`config.mk`:
```
export PLATFORM = sky130hd
export DESIGN_NAME = json_path_query_tokenizer
export DESIGN_NICKNAME = d
export VERILOG_FILES = /design/src/rtl/core/jpq_pkg.sv /design/src/rtl/core/jpq_front.sv /design/src/rtl/core/jpq_queue.sv /design/src/rtl/core/jpq_back.sv /design/src/rtl/core/json_path_query_tokenizer.sv
export SDC_FILE = /design/constraint.sdc
export NUM_CORES = 1
export LEC_CHECK = 0
export BUFFER_PORTS_ARGS = -buffer_cell sky130_fd_sc_hd__buf_2
export CORE_MARGIN = 1.5
export CORE_UTILIZATION = 39
export CTS_CLUSTER_SIZE = 28
export DETAILED_ROUTE_END_ITERATION = 12
export PLACE_DENSITY = 0.65
export SETUP_SLACK_MARGIN = 0.2
export SLEW_MARGIN = 30
export SYNTH_ARGS = -nofsm -noshare
export SYNTH_HDL_FRONTEND = slang
export SYNTH_SLANG_ARGS = --single-unit
export TNS_END_PERCENT = 20
```
`constraint.sdc`:
```
create_clock -name clk -period 4.2 [get_ports clk]
set_input_delay 0.42 -clock clk [delete_from_list [all_inputs] [get_ports clk]]
set_output_delay 0.42 -clock clk [all_outputs]
set_load 0.005 [all_outputs]
```
`src/rtl/core/jpq_pkg.sv`:
```
// Shared types and constants for the path query tokenizer.
// No dependencies.
package jpq_pkg;

	localparam int MAX_NAME_LEN = 15;
	localparam int NAME_LEN_W   = $clog2(MAX_NAME_LEN + 1);
	localparam int INDEX_W      = 31;
	localparam int CHAR_W       = 8;
	localparam int KIND_W       = 3;
	localparam int QUEUE_DEPTH  = 4;
	localparam int QPTR_W       = $clog2(QUEUE_DEPTH);

	localparam logic [KIND_W-1:0] TK_ROOT  = 3'd0;
	localparam logic [KIND_W-1:0] TK_MCHAR = 3'd1;
	localparam logic [KIND_W-1:0] TK_MEND  = 3'd2;
	localparam logic [KIND_W-1:0] TK_ELEM  = 3'd3;
	localparam logic [KIND_W-1:0] TK_ERR   = 3'd4;
	localparam logic [KIND_W-1:0] TK_DONE  = 3'd5;

	// one queued item: a token, optionally followed by a member-end token
	typedef struct packed {
		logic               pair;
		logic [KIND_W-1:0]  kind;
		logic [CHAR_W-1:0]  ch;
		logic [INDEX_W-1:0] idx;
		logic               last;
	} jpq_entry_t;

endpackage

```
`src/rtl/core/jpq_front.sv`:
```
// Lexer front end: accepts characters and classifies them into queue entries.
// Depends on jpq_pkg.
module jpq_front (
	input  logic                       clk,
	input  logic                       arst_n,
	input  logic                       in_valid,
	input  logic [jpq_pkg::CHAR_W-1:0] in_char,
	input  logic                       in_last,
	input  logic                       q_full,
	output logic                       in_ready,
	output logic                       push,
	output jpq_pkg::jpq_entry_t        push_entry
);

	localparam logic [2:0] ST_EXPECT_ACTION  = 3'd0;
	localparam logic [2:0] ST_EXPECT_INDEX   = 3'd1;
	localparam logic [2:0] ST_EXPECT_MEMBER  = 3'd2;
	localparam logic [2:0] ST_READING_INDEX  = 3'd3;
	localparam logic [2:0] ST_READING_MEMBER = 3'd4;
	localparam logic [2:0] ST_EXPECT_CLOSE   = 3'd5;
	localparam logic [2:0] ST_ERROR          = 3'd6;

	localparam logic [7:0] CH_DOLLAR = 8'h24;
	localparam logic [7:0] CH_DOT    = 8'h2E;
	localparam logic [7:0] CH_LBRACK = 8'h5B;
	localparam logic [7:0] CH_RBRACK = 8'h5D;
	localparam logic [7:0] CH_SPACE  = 8'h20;

	localparam logic [jpq_pkg::INDEX_W+3:0] INDEX_MAX =
		{4'b0, {jpq_pkg::INDEX_W{1'b1}}};

	logic [2:0]                       state_q, state_d;
	logic [jpq_pkg::INDEX_W-1:0]      acc_q, acc_d;
	logic [jpq_pkg::NAME_LEN_W-1:0]   len_q, len_d;
	logic                             accept;
	logic                             is_digit, is_alnum;
	logic [jpq_pkg::INDEX_W+3:0]      acc_sum;
	logic [jpq_pkg::INDEX_W-1:0]      acc_next;
	logic                             emit;

	assign in_ready = !q_full;
	assign accept   = in_valid && !q_full;

	assign is_digit = (in_char >= 8'h30) && (in_char <= 8'h39);
	assign is_alnum = is_digit || ((in_char >= 8'h41) && (in_char <= 8'h5A))
		|| ((in_char >= 8'h61) && (in_char <= 8'h7A));

	// acc * 10 + digit, saturating
	assign acc_sum = {1'b0, acc_q, 3'b0} + {3'b0, acc_q, 1'b0}
		+ {{(jpq_pkg::INDEX_W){1'b0}}, in_char[3:0]};
	assign acc_next = (acc_sum > INDEX_MAX) ? {jpq_pkg::INDEX_W{1'b1}}
		: acc_sum[jpq_pkg::INDEX_W-1:0];

	always_comb begin
		state_d         = state_q;
		acc_d           = acc_q;
		len_d           = len_q;
		emit            = 1'b0;
		push_entry.pair = 1'b0;
		push_entry.kind = jpq_pkg::TK_DONE;
		push_entry.ch   = '0;
		push_entry.idx  = '0;
		push_entry.last = in_last;
		case (state_q)
			ST_EXPECT_ACTION: begin
				if (in_char == CH_DOLLAR) begin
					emit            = 1'b1;
					push_entry.kind = jpq_pkg::TK_ROOT;
				end else if (in_char == CH_DOT) begin
					state_d = ST_EXPECT_MEMBER;
					len_d   = '0;
				end else if (in_char == CH_LBRACK) begin
					state_d = ST_EXPECT_INDEX;
					acc_d   = '0;
				end else if (in_char != CH_SPACE) begin
					state_d         = ST_ERROR;
					emit            = 1'b1;
					push_entry.kind = jpq_pkg::TK_ERR;
				end
			end
			ST_EXPECT_INDEX: begin
				if (is_digit) begin
					state_d = ST_READING_INDEX;
					acc_d   = {{(jpq_pkg::INDEX_W-4){1'b0}}, in_char[3:0]};
				end else if (in_char != CH_SPACE) begin
					state_d         = ST_ERROR;
					emit            = 1'b1;
					push_entry.kind = jpq_pkg::TK_ERR;
				end
			end
			ST_READING_INDEX: begin
				if (is_digit) begin
					acc_d = acc_next;
				end else if (in_char == CH_SPACE || in_char == CH_RBRACK) begin
					emit            = 1'b1;
					push_entry.kind = jpq_pkg::TK_ELEM;
					push_entry.idx  = acc_q;
					state_d = (in_char == CH_SPACE) ? ST_EXPECT_CLOSE : ST_EXPECT_ACTION;
				end else begin
					state_d         = ST_ERROR;
					emit            = 1'b1;
					push_entry.kind = jpq_pkg::TK_ERR;
				end
			end
			ST_EXPECT_CLOSE: begin
				if (in_char == CH_RBRACK) begin
					state_d = ST_EXPECT_ACTION;
				end else if (in_char != CH_SPACE) begin
					state_d         = ST_ERROR;
					emit            = 1'b1;
					push_entry.kind = jpq_pkg::TK_ERR;
				end
			end
			ST_EXPECT_MEMBER: begin
				if (is_alnum) begin
					state_d         = ST_READING_MEMBER;
					len_d           = {{(jpq_pkg::NAME_LEN_W-1){1'b0}}, 1'b1};
					emit            = 1'b1;
					push_entry.kind = jpq_pkg::TK_MCHAR;
					push_entry.ch   = in_char;
					push_entry.pair = in_last;
				end else if (in_char != CH_SPACE) begin
					state_d         = ST_ERROR;
					emit            = 1'b1;
					push_entry.kind = jpq_pkg::TK_ERR;
				end
			end
			ST_READING_MEMBER: begin
				if (is_alnum) begin
					if (len_q >= jpq_pkg::NAME_LEN_W'(jpq_pkg::MAX_NAME_LEN)) begin
						state_d         = ST_ERROR;
						emit            = 1'b1;
						push_entry.kind = jpq_pkg::TK_ERR;
					end else begin
						len_d           = len_q + 1'b1;
						emit            = 1'b1;
						push_entry.kind = jpq_pkg::TK_MCHAR;
						push_entry.ch   = in_char;
						push_entry.pair = in_last;
					end
				end else if (in_char == CH_SPACE || in_char == CH_DOT
						|| in_char == CH_LBRACK) begin
					emit            = 1'b1;
					push_entry.kind = jpq_pkg::TK_MEND;
					if (in_char == CH_DOT) begin
						state_d = ST_EXPECT_MEMBER;
						len_d   = '0;
					end else if (in_char == CH_LBRACK) begin
						state_d = ST_EXPECT_INDEX;
						acc_d   = '0;
					end else begin
						state_d = ST_EXPECT_ACTION;
					end
				end else begin
					state_d         = ST_ERROR;
					emit            = 1'b1;
					push_entry.kind = jpq_pkg::TK_ERR;
				end
			end
			default: begin
				state_d = ST_ERROR;
			end
		endcase
		if (in_last) begin
			emit    = 1'b1;
			state_d = ST_EXPECT_ACTION;
			acc_d   = '0;
			len_d   = '0;
		end
	end

	assign push = accept && emit;

	always_ff @(posedge clk or negedge arst_n) begin
		if (!arst_n) begin
			state_q <= ST_EXPECT_ACTION;
			acc_q   <= '0;
			len_q   <= '0;
		end else if (accept) begin
			state_q <= state_d;
			acc_q   <= acc_d;
			len_q   <= len_d;
		end
	end

endmodule

```
`src/rtl/core/jpq_queue.sv`:
```
// Short queue between lexer front end and token back end.
// Depends on jpq_pkg.
module jpq_queue (
	input  logic                clk,
	input  logic                arst_n,
	input  logic                push,
	input  jpq_pkg::jpq_entry_t push_entry,
	input  logic                pop,
	output logic                full,
	output logic                not_empty,
	output jpq_pkg::jpq_entry_t head
);

	jpq_pkg::jpq_entry_t              mem_q [jpq_pkg::QUEUE_DEPTH];
	logic [jpq_pkg::QPTR_W-1:0]       wr_q, rd_q;
	logic [jpq_pkg::QPTR_W:0]         count_q;

	assign full      = (count_q == (jpq_pkg::QPTR_W+1)'(jpq_pkg::QUEUE_DEPTH));
	assign not_empty = (count_q != '0);
	assign head      = mem_q[rd_q];

	always_ff @(posedge clk) begin
		if (push) begin
			mem_q[wr_q] <= push_entry;
		end
	end

	always_ff @(posedge clk or negedge arst_n) begin
		if (!arst_n) begin
			wr_q    <= '0;
			rd_q    <= '0;
			count_q <= '0;
		end else begin
			if (push) begin
				wr_q <= wr_q + 1'b1;
			end
			if (pop) begin
				rd_q <= rd_q + 1'b1;
			end
			if (push && !pop) begin
				count_q <= count_q + 1'b1;
			end else if (pop && !push) begin
				count_q <= count_q - 1'b1;
			end
		end
	end

endmodule

```
`src/rtl/core/jpq_back.sv`:
```
// Token back end: expands queue entries into result items on the output register.
// Depends on jpq_pkg.
module jpq_back (
	input  logic                         clk,
	input  logic                         arst_n,
	input  logic                         q_not_empty,
	input  jpq_pkg::jpq_entry_t          q_head,
	output logic                         q_pop,
	output logic                         out_valid,
	input  logic                         out_ready,
	output logic [jpq_pkg::KIND_W-1:0]   out_kind,
	output logic [jpq_pkg::CHAR_W-1:0]   out_char,
	output logic [jpq_pkg::INDEX_W-1:0]  out_index,
	output logic                         out_last_run,
	output logic                         out_query_end
);

	logic valid_q, pend_q, pend_last_q;
	logic load;

	assign load  = !valid_q || out_ready;
	assign q_pop = load && !pend_q && q_not_empty;

	assign out_valid = valid_q;

	always_ff @(posedge clk or negedge arst_n) begin
		if (!arst_n) begin
			valid_q     <= 1'b0;
			pend_q      <= 1'b0;
			pend_last_q <= 1'b0;
		end else if (load) begin
			if (pend_q) begin
				valid_q <= 1'b1;
				pend_q  <= 1'b0;
			end else if (q_not_empty) begin
				valid_q     <= 1'b1;
				pend_q      <= q_head.pair;
				pend_last_q <= q_head.last;
			end else begin
				valid_q <= 1'b0;
			end
		end
	end

	always_ff @(posedge clk) begin
		if (load) begin
			if (pend_q) begin
				out_kind      <= jpq_pkg::TK_MEND;
				out_char      <= '0;
				out_index     <= '0;
				out_last_run  <= 1'b1;
				out_query_end <= pend_last_q;
			end else if (q_not_empty) begin
				out_kind      <= q_head.kind;
				out_char      <= q_head.ch;
				out_index     <= q_head.idx;
				out_last_run  <= !q_head.pair;
				out_query_end <= q_head.last && !q_head.pair;
			end
		end
	end

endmodule

```
`src/rtl/core/json_path_query_tokenizer.sv`:
```
// Path query tokenizer: one character in per cycle while the queue has room, tokens out
// over a stream port. Results pass from the queue into the output register.
// Throughput: one character per cycle while the 4-entry queue has room; a character
// giving two results sends them in turn, one per cycle while m_tready is high.
// Reset: arst_n asynchronously clears lexer state, queue pointers and output valid.
// Depends on jpq_pkg, jpq_front, jpq_queue and jpq_back.
module json_path_query_tokenizer (
	input  logic        clk,
	input  logic        arst_n,
	input  logic        s_tvalid,
	output logic        s_tready,
	input  logic [7:0]  s_tdata,   // [7:0] char_code
	input  logic        s_tlast,   // is_last_char
	output logic        m_tvalid,
	input  logic        m_tready,
	output logic [39:0] m_tdata,   // [7:0] name_char, [38:8] element_index, [39] zero
	output logic [3:0]  m_tuser,   // [2:0] token_kind, [3] query_end
	output logic        m_tlast    // last_of_run
);

	logic                          push, pop, q_full, q_not_empty;
	jpq_pkg::jpq_entry_t           push_entry, q_head;
	logic [jpq_pkg::KIND_W-1:0]    out_kind;
	logic [jpq_pkg::CHAR_W-1:0]    out_char;
	logic [jpq_pkg::INDEX_W-1:0]   out_index;
	logic                          out_query_end;

	jpq_front u_front (
		.clk        (clk),
		.arst_n     (arst_n),
		.in_valid   (s_tvalid),
		.in_char    (s_tdata),
		.in_last    (s_tlast),
		.q_full     (q_full),
		.in_ready   (s_tready),
		.push       (push),
		.push_entry (push_entry)
	);

	jpq_queue u_queue (
		.clk        (clk),
		.arst_n     (arst_n),
		.push       (push),
		.push_entry (push_entry),
		.pop        (pop),
		.full       (q_full),
		.not_empty  (q_not_empty),
		.head       (q_head)
	);

	jpq_back u_back (
		.clk           (clk),
		.arst_n        (arst_n),
		.q_not_empty   (q_not_empty),
		.q_head        (q_head),
		.q_pop         (pop),
		.out_valid     (m_tvalid),
		.out_ready     (m_tready),
		.out_kind      (out_kind),
		.out_char      (out_char),
		.out_index     (out_index),
		.out_last_run  (m_tlast),
		.out_query_end (out_query_end)
	);

	assign m_tdata = {1'b0, out_index, out_char};
	assign m_tuser = {out_query_end, out_kind};

endmodule

```
* Yosys cells after proc, flatten, opt, wreduce, memory -nomap -nowiden
Memory sizes are Yosys's and may differ from the RTL's.
Cells that the tools add are included.
** Word-level totals
- Logic and storage cells :: 169
- Memories :: 1
- Bits in writable memories :: 176
- Output and inout bits :: 47
- Input port bits :: 13
- Flip-flop bits (word level) :: 92
** Cells by class
- Magnitude comparators :: 8
- Muxes and demuxes :: 83
- Bitwise operators :: 1
- Add/sub/neg operators :: 7
- Reductions and logical operators :: 33
- Eq/ne operators :: 22
** Memories
- u_queue.mem_q :: depth 4, width 44, read ports 1, clocked after Yosys merged registers in 0, wr ports 1, RTL line jpq_queue.sv:14 : jpq_pkg::jpq_entry_t mem_q [jpq_pkg::QUEUE_DEPTH];
** Operator list (number)
- 31-bit two-way mux :: 13
- 31-bit case mux with 4 select lines :: 1
- 3-bit two-way mux :: 29
- 3-bit case mux with 6 select lines :: 2
- 34-bit by 32-bit adder with 35-bit output :: 1
- 35-bit by 4-bit adder with 35-bit output :: 1
- 35-bit by 31-bit greater-than comparator with 1-bit output, second input constant :: 1
- 8-bit two-way mux :: 4
- 4-bit two-way mux :: 7
- 8-bit by 6-bit == test with 1-bit output, second input constant :: 3
- 1-bit two-way mux :: 23
- 8-bit by 7-bit == test with 1-bit output, second input constant :: 2
- 8-bit by 7-bit greater-or-equal comparator with 1-bit output, second input constant :: 2
- 8-bit by 7-bit <= comparator with 1-bit output, second input constant :: 2
- 8-bit case mux with 2 select lines :: 1
- 3-bit by 2-bit inequality test with 1-bit output, second input constant :: 4
- 4-bit case mux with 3 select lines :: 1
- 1-bit logical AND :: 10
- 3-bit == test, second input constant :: 3
- 3-bit inequality test, second input constant :: 3
- 8-bit by 6-bit greater-or-equal comparator with 1-bit output, second input constant :: 1
- 8-bit by 6-bit <= comparator with 1-bit output, second input constant :: 1
- 4-bit inequality test, second input constant :: 2
- 8-bit by 6-bit inequality test with 1-bit output, second input constant :: 1
- 23 further kinds :: 36

* Longest topological paths before layout
Gate-level depths: netlist of run 1.
- Depth in word-level cells :: 12
- Depth in mapped cells :: 14
- Gate-level depth less buffers :: 12

* Cells and area by module
Synthesis of run 1 repeated with hierarchy kept, for this count alone.
** Second synthesis, totals
- Cell total of the unflattened synthesis :: 951
- Area, all modules :: 13406.6 um2
** By module, submodules not included
- jpq_queue :: times used 1, area an instance 6806.5 um2, cells each 264, sequential area each 5460.2 um2
- jpq_front :: times used 1, area an instance 4799.6 um2, cells each 580, sequential area each 950.9 um2
- jpq_back :: times used 1, area an instance 1781.7 um2, cells each 104, sequential area each 1396.3 um2
- json_path_query_tokenizer :: times used 1, area an instance 18.8 um2, cells each 3, sequential area each 0.0 um2

* Worst setup path after synthesis of run 1
No wires, ideal clock.
- Path kind :: input -> register
- Start :: in s_tdata[3]
- End :: reg u_front.acc_q[0] (netlist name)
- Data required time :: 4.076 ns
- Stages on the path :: 13
- Arrival :: 3.212 ns
- Setup time :: 0.124 ns
- Setup slack :: 0.864 ns
- Buffers on the path :: 1
- Cells stage by stage :: inv_1 > fa_1 > inv_1 > ha_1 > a211oi_1 > o21ai_2 > or3b_4 > a2111oi_4 > o21ai_0 > o211ai_2 > a31oi_4 > buf_6 > a211o_1
** On the way
- Longest elaborated chain between the ends :: 7
- Elaborated cells on any way between the ends :: 34
- Classes of those cells :: 1 x add/sub; 7 x order compare; 9 x eq/ne; 9 x mux; 8 x reduce/logical
** RTL lines
- start: declaration :: RTL line json_path_query_tokenizer.sv:12 : input logic [7:0] s_tdata,
- parallel branches: the longest is 7 deep, another holds 35-bit by 4-bit adder with 35-bit output
- end signal: assignment :: RTL line jpq_front.sv:177 : acc_q <= '0;
- end signal: assignment :: RTL line jpq_front.sv:181 : acc_q <= acc_d;
- end: declaration :: RTL line jpq_front.sv:33 : logic [jpq_pkg::INDEX_W-1:0] acc_q, acc_d;
Parallel ways; which one is timed is not known. The select of a mux whose other input is x is not followed.
A chain may end at the register's enable or synchronous reset.

* Worst setup path in the final report of run 1
- Start :: reg u_front.acc_q[2] (netlist name)
- End :: reg u_front.acc_q[12] (netlist name)
** On the way
- Longest elaborated chain between the ends :: 7
** RTL lines
- 34-bit by 32-bit adder with 35-bit output (*) :: RTL line jpq_front.sv:49 : assign acc_sum = {1'b0, acc_q, 3'b0} + {3'b0, acc_q, 1'b0}
- 35-bit by 4-bit adder with 35-bit output (*) :: RTL line jpq_front.sv:50 : + {{(jpq_pkg::INDEX_W){1'b0}}, in_char[3:0]};
- 35-bit by 31-bit greater-than comparator with 1-bit output :: RTL line jpq_front.sv:51 : assign acc_next = (acc_sum > INDEX_MAX) ? {jpq_pkg::INDEX_W{1'b1}}
- 31-bit two-way mux (*) :: RTL line jpq_front.sv:51
- 31-bit two-way mux (*) :: RTL line jpq_front.sv:92 : if (is_digit) begin
- 31-bit case mux with 4 select lines (*) :: RTL line jpq_front.sv:64 : case (state_q)
- 31-bit two-way mux (*) :: RTL line jpq_front.sv:164 : if (in_last) begin
Mark *: on every way between the ends. The rest lies on a longest branch, timed or not. The select of a mux whose other input is x is not followed.

==> key figures, run 1 <==
Layout
  • Filler cells: roughly 3,000
  • Final net count: 1,066
  • Design area: 0.0148 mm2
  • Share of cells above drive strength 1: 0.196
  • Layout area overhead: 12.6%
  • Ant diodes: 0
  • Util after Layout: 0.444

STA
  • Finish-stage setup viols: 0
  • Final Critical Period: roughly 3.5 ns
  • WHS: -0.00624 ns
  • FMAX: 283 MHz
  • Clock skew: a little over 0.02 ns
  • RSZ-0062 raised after global routing: no
  • Setup TNS: 0 ns
  • Tcrit/Tclk final: 0.842
  • Slew HR: 0.391
  • Fin. Hold Viols: 2
  • Worst-margin pin slew: between 0.9 and 1 ns
  • Final Max Slew Viols: 0

GRT
  • Largest net degree at the start of global routing: 49
  • Grt total ovfl: 0
  • GRT met3 Usage: 0.0184
  • Vias in the first global route: between 7,000 and 8,000
  • Met2 Use GR: 0.249
  • Met1 GRT Util: 0.209
  • Initial antenna violation count: 0
  • Total global-route track usage: 0.149
  • GR peak layer: met2
  • First-pass GRT wire length: ~42 mm

CTS
  • CTS tree: yes
  • Clk_lat worst skew: roughly 0.52 ns
  • CTS Root Cell: clkbuf_16
  • Clock-pin transition on the worst setup and hold timing paths: 0.06 ns
  • Post-CTS Setup Bufs: 0
  • Post-cts repair resize count: 0
  • Cts hold-fix bufs: 0
  • CTS Buffer Depth: 3
  • Inserted Clock Buffers: 25
  • CTS H-Tree Depth: 1
  • Clk sink count: 268

Yosys
  • Synth area leader: edfxtp_1
  • Sequential share of the synthesized area: 0.594
  • Top cells by area, synth: edfxtp_1 (50%), dfrtp_1 (9.1%), mux4_2 (7.5%), ha_1 (6.4%), nor2b_1 (2.3%)
  • Post-Synthesis Cells: 923
  • Mapped cell area: approximately 0.013 mm2
  • EDFF count, synth: 220
  • Async SR Flop Fraction: 0.179
  • Synth Register Bits: between 200 and 300
  • Post-synth cell types: just under 80
  • List of most frequent post-synthesis cells: edfxtp_1 (220), ha_1 (67), dfrtp_1 (48), nor2b_1 (48), mux4_2 (44)
  • Syn_area_per_cell: approximately 14 um2
  • Yosys Warn Count: 0
  • Ys flop type: edfxtp_1
  • Most frequent cell after synthesis: edfxtp_1
  • Share of the synthesized area in the top cell type: 0.503

Critical path
  • CP arrival: ~3.9 ns
  • R2R Path Start: u_front.acc_q[2]$_DFFE_PN0P_
  • Req. time, crit path: between 4 and 5 ns
  • WS Path Type: reg2reg
  • Reg2reg end: u_front.acc_q[12]$_DFFE_PN0P_
  • Crit path max fanout: 28
  • R2R Setup Slk: between 0.6 and 0.7 ns
  • CP startpoint: u_front.acc_q[2]$_DFFE_PN0P_
  • Worst R2R Path Depth: 13
  • Crit path capture type: flip-flop
  • Critical path capture point: u_front.acc_q[12]$_DFFE_PN0P_
  • Type of origin of the critical path: flip-flop

Drt
  • Routed WL per cell: around 18 um
  • DRC violations left: 0
  • Vias after detailed routing: around 8,000
  • DR iter-0 viols: between 400 and 500
  • DR vias/cell: 5.39
  • Post-route ant nets: 0
  • Routed wire length: ~26 mm
  • Pre-antenna DRT Iters: 5

Flow run
  • Max-Cap Viols: 0

Pwr
  • Post-layout power: between 8000 and 9000 uW
  • Max VDD drop: about 0.33 mV
  • PwrDens: 552 mW/mm2
  • Static Leakage: ~0.0057 uW

Run status
  • Failing checks: hold timing
  • Status: finished, violations left

Placement
  • DP HPWL: roughly 18 mm
  • GPL Wtd Cong: approximately 0.86
  • IO Port Bufs: 58
  • Post-DP Area: 0.0140 mm2

Floorplan
  • Core ar.: approximately 0.033 mm2
  • Die height: around 190 um
  • Starting Density: 0.394
  • Die area: between 0.03 and 0.04 mm2
  • Die Width: between 150 and 200 um
  • Site row count: 67
  • # IOs: 60

Min path
  • Hold Path Class: in2async
stage by stage:
stage                     worst slack (ns)  cells  hold slack, ns
after floorplan                      0.864    927           0.124
after global placement               0.539   1404           0.491
after detailed placement             0.464   1404           0.497
after CTS                            0.668   1450          0.0208
after global routing                 0.449   1450          0.0473
final                                0.665   1450        -0.00624
power by group:
group          switching [uW]  internal [uW]  total, uW
combinational            1030           1010       2040
sequential                284           3700       3980
clock                     940           1220       2160
routing by layer:
layer  share of wire  vias to the layer above
li1                -                     3733
met1            0.46                     3887
met2            0.48                      170
met3           0.045                       21
met4           0.012                        0
met5               0                        -
worst max-delay path: stages (launching register included):
cell and delay, ns:
dfrtp_1 0.44, inv_1 0.08, fa_1 0.55, inv_1 0.06, ha_1 0.30, a211oi_1 0.46
o21ai_2 0.14, or3b_4 0.28, a2111oi_4 0.06, or2_1 0.22, o211ai_2 0.22, a31oi_4 0.12
buf_12 0.19, a221o_1 0.27
layout by cell type (no fill, tap or decap), types with 17 or more instances in the layout:
master     instances
and3_1            34
inv_1             20
nand2_1           37
nor3_1            19
a221o_1           27
dfrtp_1           46
a21o_1            17
nor2_1            30
nor2b_1           48
ha_1              67
o21ai_0           26
mux4_2            44
a21oi_1           43
clkbuf_16         25
buf_2             58
edfxtp_1         220
xnor2_1           21
area by class of cell:
class | count | area [um2] | area share
Multi-Input combinational cell | 591 | 5070 | 0.343
Sequential cell | 268 | 7810 | 0.528
Inverter | 21 | 78.8 | 0.00533
Tap cell | 448 | 561 | 0.0379
Timing Repair Buffer | 76 | 488 | 0.0330
Clock buffer | 32 | 682 | 0.0461
Clock inverter | 14 | 111 | 0.00752
registers in the layout, summed over array words and instances (netlist names):
signal	cells
u_front.acc_q	31
u_back.out_kind	3
u_back.out_last_run	1
u_back.out_query_end	1
u_back.pend_q	1
u_back.out_char	8
u_queue.wr_q	2
u_back.pend_last_q	1
u_front.state_q	3
u_front.len_q	4
u_back.out_index	31
u_queue.count_q	3
u_queue.mem_q	176
u_queue.rd_q	2
u_back.out_valid	1
worst min-delay path by stage:
stage | slack, ns | endpoint
2_1_floorplan | 0.12 | u_back.out_valid$_DFFE_PN0N_
3_3_place_gp | 0.49 | u_back.pend_last_q$_DFFE_PN0P_
3_5_place_dp | 0.50 | u_back.pend_last_q$_DFFE_PN0P_
4_1_cts | 0.02 | u_back.out_valid$_DFFE_PN0N_
5_1_grt | 0.05 | u_back.out_valid$_DFFE_PN0N_
6_report | -0.006 | u_back.pend_last_q$_DFFE_PN0P_
cells by family (layout without fill, tap and decap cells):
logic type,count (synthesis),after routing,synth area share
compound gates,186,186,0.107
other cells,1,5,0.000285
xor+xnor,33,33,0.0220
mux,49,49,0.0795
buf+inv,68,143,0.0221
flops,268,268,0.594
simple gates,248,248,0.107
fa+ha+maj,70,70,0.0684
No activity file was read; power rests on OpenSTA's default activity.
==> run 2: changes to the inputs <==
PLACE_DENSITY = 0.67   (was 0.65)
clock period = 3.2 ns   (was 4.2 ns; I/O delays follow)
==> key figures, run 2 (synthesis gave the netlist of run 1 again) <==
GRT
  • Total global-route track usage: 0.153 (+0.00452)
  • Vias in the first global route: 8,228 (+5.1%)
  • First-pass GRT wire length: 43.7 mm (+4.2%)
  • Initial antenna violation count: 0 (unchanged)
  • Grt total ovfl: 0 (unchanged)
  • Largest net degree at the start of global routing: 48 (-2.0%)

Pwr
  • Max VDD drop: 0.516 mV (+56%)
  • Clk pwr share: 0.271 (+0.007)
  • P_sw: 2970 uW (+32%)
  • PwrDens: 700 mW/mm2 (+27%)
  • P_int: 7920 uW (+34%)
  • Comb pwr share: 0.257 (+0.008)
  • Static Leakage: 0.00620 uW (+8.1%)
  • Sw Share: 0.273 (-0.00230)
  • Post-layout power: 10,900 uW (+33%)
  • Sequential Power Share: 0.472 (-0.015)

Layout
  • Util after Layout: 0.467 (+0.0229)
  • Share of cells above drive strength 1: 0.272 (+0.0767)
  • Max reg flops: 176 (unchanged)
  • Ant diodes: 0 (unchanged)
  • Layout area overhead: 18.4%
  • Design area: 0.0156 mm2 (+5.2%)
  • Largest regs: u_queue.mem_q (176), u_back.out_index (31), u_front.acc_q (31)
  • Most frequent cells in the layout: edfxtp_1 (220), buf_4 (96), ha_1 (65)
  • Final net count: 1,151 (+8.0%)
  • Commonest non-fill, non-tap cell in the layout: edfxtp_1
  • Most flop-heavy register: u_queue.mem_q

Critical path
  • WS Path Type: reg2reg
  • CP arrival: 3.65 ns (-0.27 ns)
  • Worst path cell trace: ha_1, ha_1, buf_4, a21oi_1, o211ai_1, a31oi_1, buf_4, o2111a_1, nor3_2, xnor2_1, a31oi_4, buf_12, a221o_1
  • Slowest cell delay on critical path: 0.43 ns (-0.12 ns)
  • Slowest stage cell, crit path: dfrtp_1
  • CP delay by family, top: compound AO/OA/AOI/OAI gates
  • Crit path capture type: flip-flop
  • Req. time, crit path: 3.60 ns (-0.99 ns)
  • Type of origin of the critical path: flip-flop
  • Crit path max fanout: 13 (-54%)
  • WP buf/inv: 3 (unchanged)

Placement
  • IO Port Bufs: 58 (unchanged)
  • GPL Wtd Cong: 0.879 (+2.3%)
  • DP HPWL: 18.6 mm (+5.0%)
  • Pre-CTS setup slack: -0.235 ns (-0.700 ns)
  • Post-DP Area: 0.0146 mm2 (+4.5%)

Floorplan
  • Core ar.: 0.0334 mm2 (unchanged)
  • Die Width: 187 um (unchanged)
  • Site row count: 67 (unchanged)
  • Starting Density: 0.394 (unchanged)
  • Die height: 187 um (unchanged)
  • Die area: 0.0348 mm2 (unchanged)
  • # IOs: 60 (unchanged)

CTS
  • CTS Root Cell: clkbuf_16
  • CTS H-Tree Depth: 1 (unchanged)
  • CTS tree: yes
  • Clock-pin transition on the worst setup and hold timing paths: 0.06 ns (about the same)
  • Clk_lat worst skew: 0.52 ns (about the same)
  • Inserted Clock Buffers: 25 (unchanged)
  • CTS Buffer Depth: 3 (unchanged)
  • Clk sink count: 268 (unchanged)

STA
  • Finish-stage setup viols: 28 (+28)
  • Setup TNS: -1.03 ns (-1.03 ns)
  • RSZ-0062 raised after global routing: yes
  • Slew HR: 0.454 (+0.0631)
  • Tcrit/Tclk final: 1.02 (+0.176)
  • Fin. Hold Viols: 0 (-2)
  • Clock skew: 0.0140 ns (-0.00650 ns)
  • Final Critical Period: 3.26 ns (-0.279 ns)
  • FMAX: 307 MHz (+8.6%)
  • Final worst slack: -0.0557 ns (-0.721 ns)
  • Final Max Slew Viols: 0 (unchanged)
  • Worst-margin pin slew: 0.820 ns (-0.0804 ns)

Run status
  • Status: finished, violations left
  • Failing checks: setup timing

Drt
  • DR iter-0 viols: 540 (+11%)
  • Post-route ant nets: 0 (unchanged)
  • Routed WL per cell: 17.3 um (-2.4%)
  • Vias after detailed routing: 8,153 (+4.4%)
  • DR vias/cell: 5.31 (-1.4%)
  • Pre-antenna DRT Iters: 6 (+1)
  • Routed wire length: 26.6 mm (+3.3%)
  • DRC violations left: 0 (unchanged)

Flow run
  • Max-Cap Viols: 0 (unchanged)

Min path
  • Hold Path Class: in2reg
-- run 2: path summary, 6_finish.rpt --
path	start	to	slack [ns]	cells past startpoint
worst min register to register	u_queue.count_q[2]$_DFFE_PN0P_	u_queue.count_q[2]$_DFFE_PN0P_	0.52	1
min in group asynchronous	arst_n	u_queue.rd_q[0]$_DFFE_PN0P_	0.44	2
worst max-delay path	u_front.acc_q[16]$_DFFE_PN0P_	u_front.acc_q[20]$_DFFE_PN0P_	-0.06	13
worst max register to register	u_front.acc_q[16]$_DFFE_PN0P_	u_front.acc_q[20]$_DFFE_PN0P_	-0.06	13
max in group asynchronous	arst_n	u_front.acc_q[21]$_DFFE_PN0P_	2.00	3
worst min-delay path	m_tready	u_back.out_valid$_DFFE_PN0N_	0.16	3
-- run 2: power groups by stage --
stage / clock [uW] / sequential, uW / combinational (uW)
detailed placement: 0 / 5220 / 2860
global route: 3140 / 5220 / 3110
CTS: 3010 / 5150 / 2880
floorplan: 0 / 5160 / 1920
finish: 2950 / 5140 / 2800
global placement: 0 / 5180 / 2850
-- run 2: repair_timing --
item                                   in CTS  in global routing
buffers inserted                            1                  0
hold buffers                                1                  0
pin swaps                                   3                  1
endpoints found under the hold margin      31                  0
setup endpoints to repair                  31                 31
resized for setup                          15                  1
cloned                                      1                  0
-- run 2: area by class of cell --
type                    instances  area (um2)
multi-input cells             591        5150
repair buffers                161        1130
clock buffers                  35         734
well taps                     448         561
flip-flops and latches        268        7810
fillers                      2941       17800
inverters                      21        78.8
clock inverters                11        98.8
-- run 2: metrics by stage --
stage / cells / hold slack, ns
after CTS: 1535 / 0.143
final: 1535 / 0.158
after floorplan: 927 / 0.0244
after detailed placement: 1486 / 0.465
after global placement: 1486 / 0.454
after global routing: 1535 / 0.163
-- run 2: worst min-delay path: cells and delay by family --
| family | cells | cell delay [ns] |
|---|---|---|
| and+or+nand+nor | 2 | 0.23 |
| buffers and inverters | 1 | 0.08 |
-- run 2: per-layer routing --
metal	wire [um]	share of wire	GRT usage	vias up
met5	0	0	0	-
met4	428	0.016	0.0338	0
met3	929	0.035	0.0181	36
met2	12900	0.48	0.261	162
met1	12400	0.47	0.210	4055
li1	-	-	-	3900
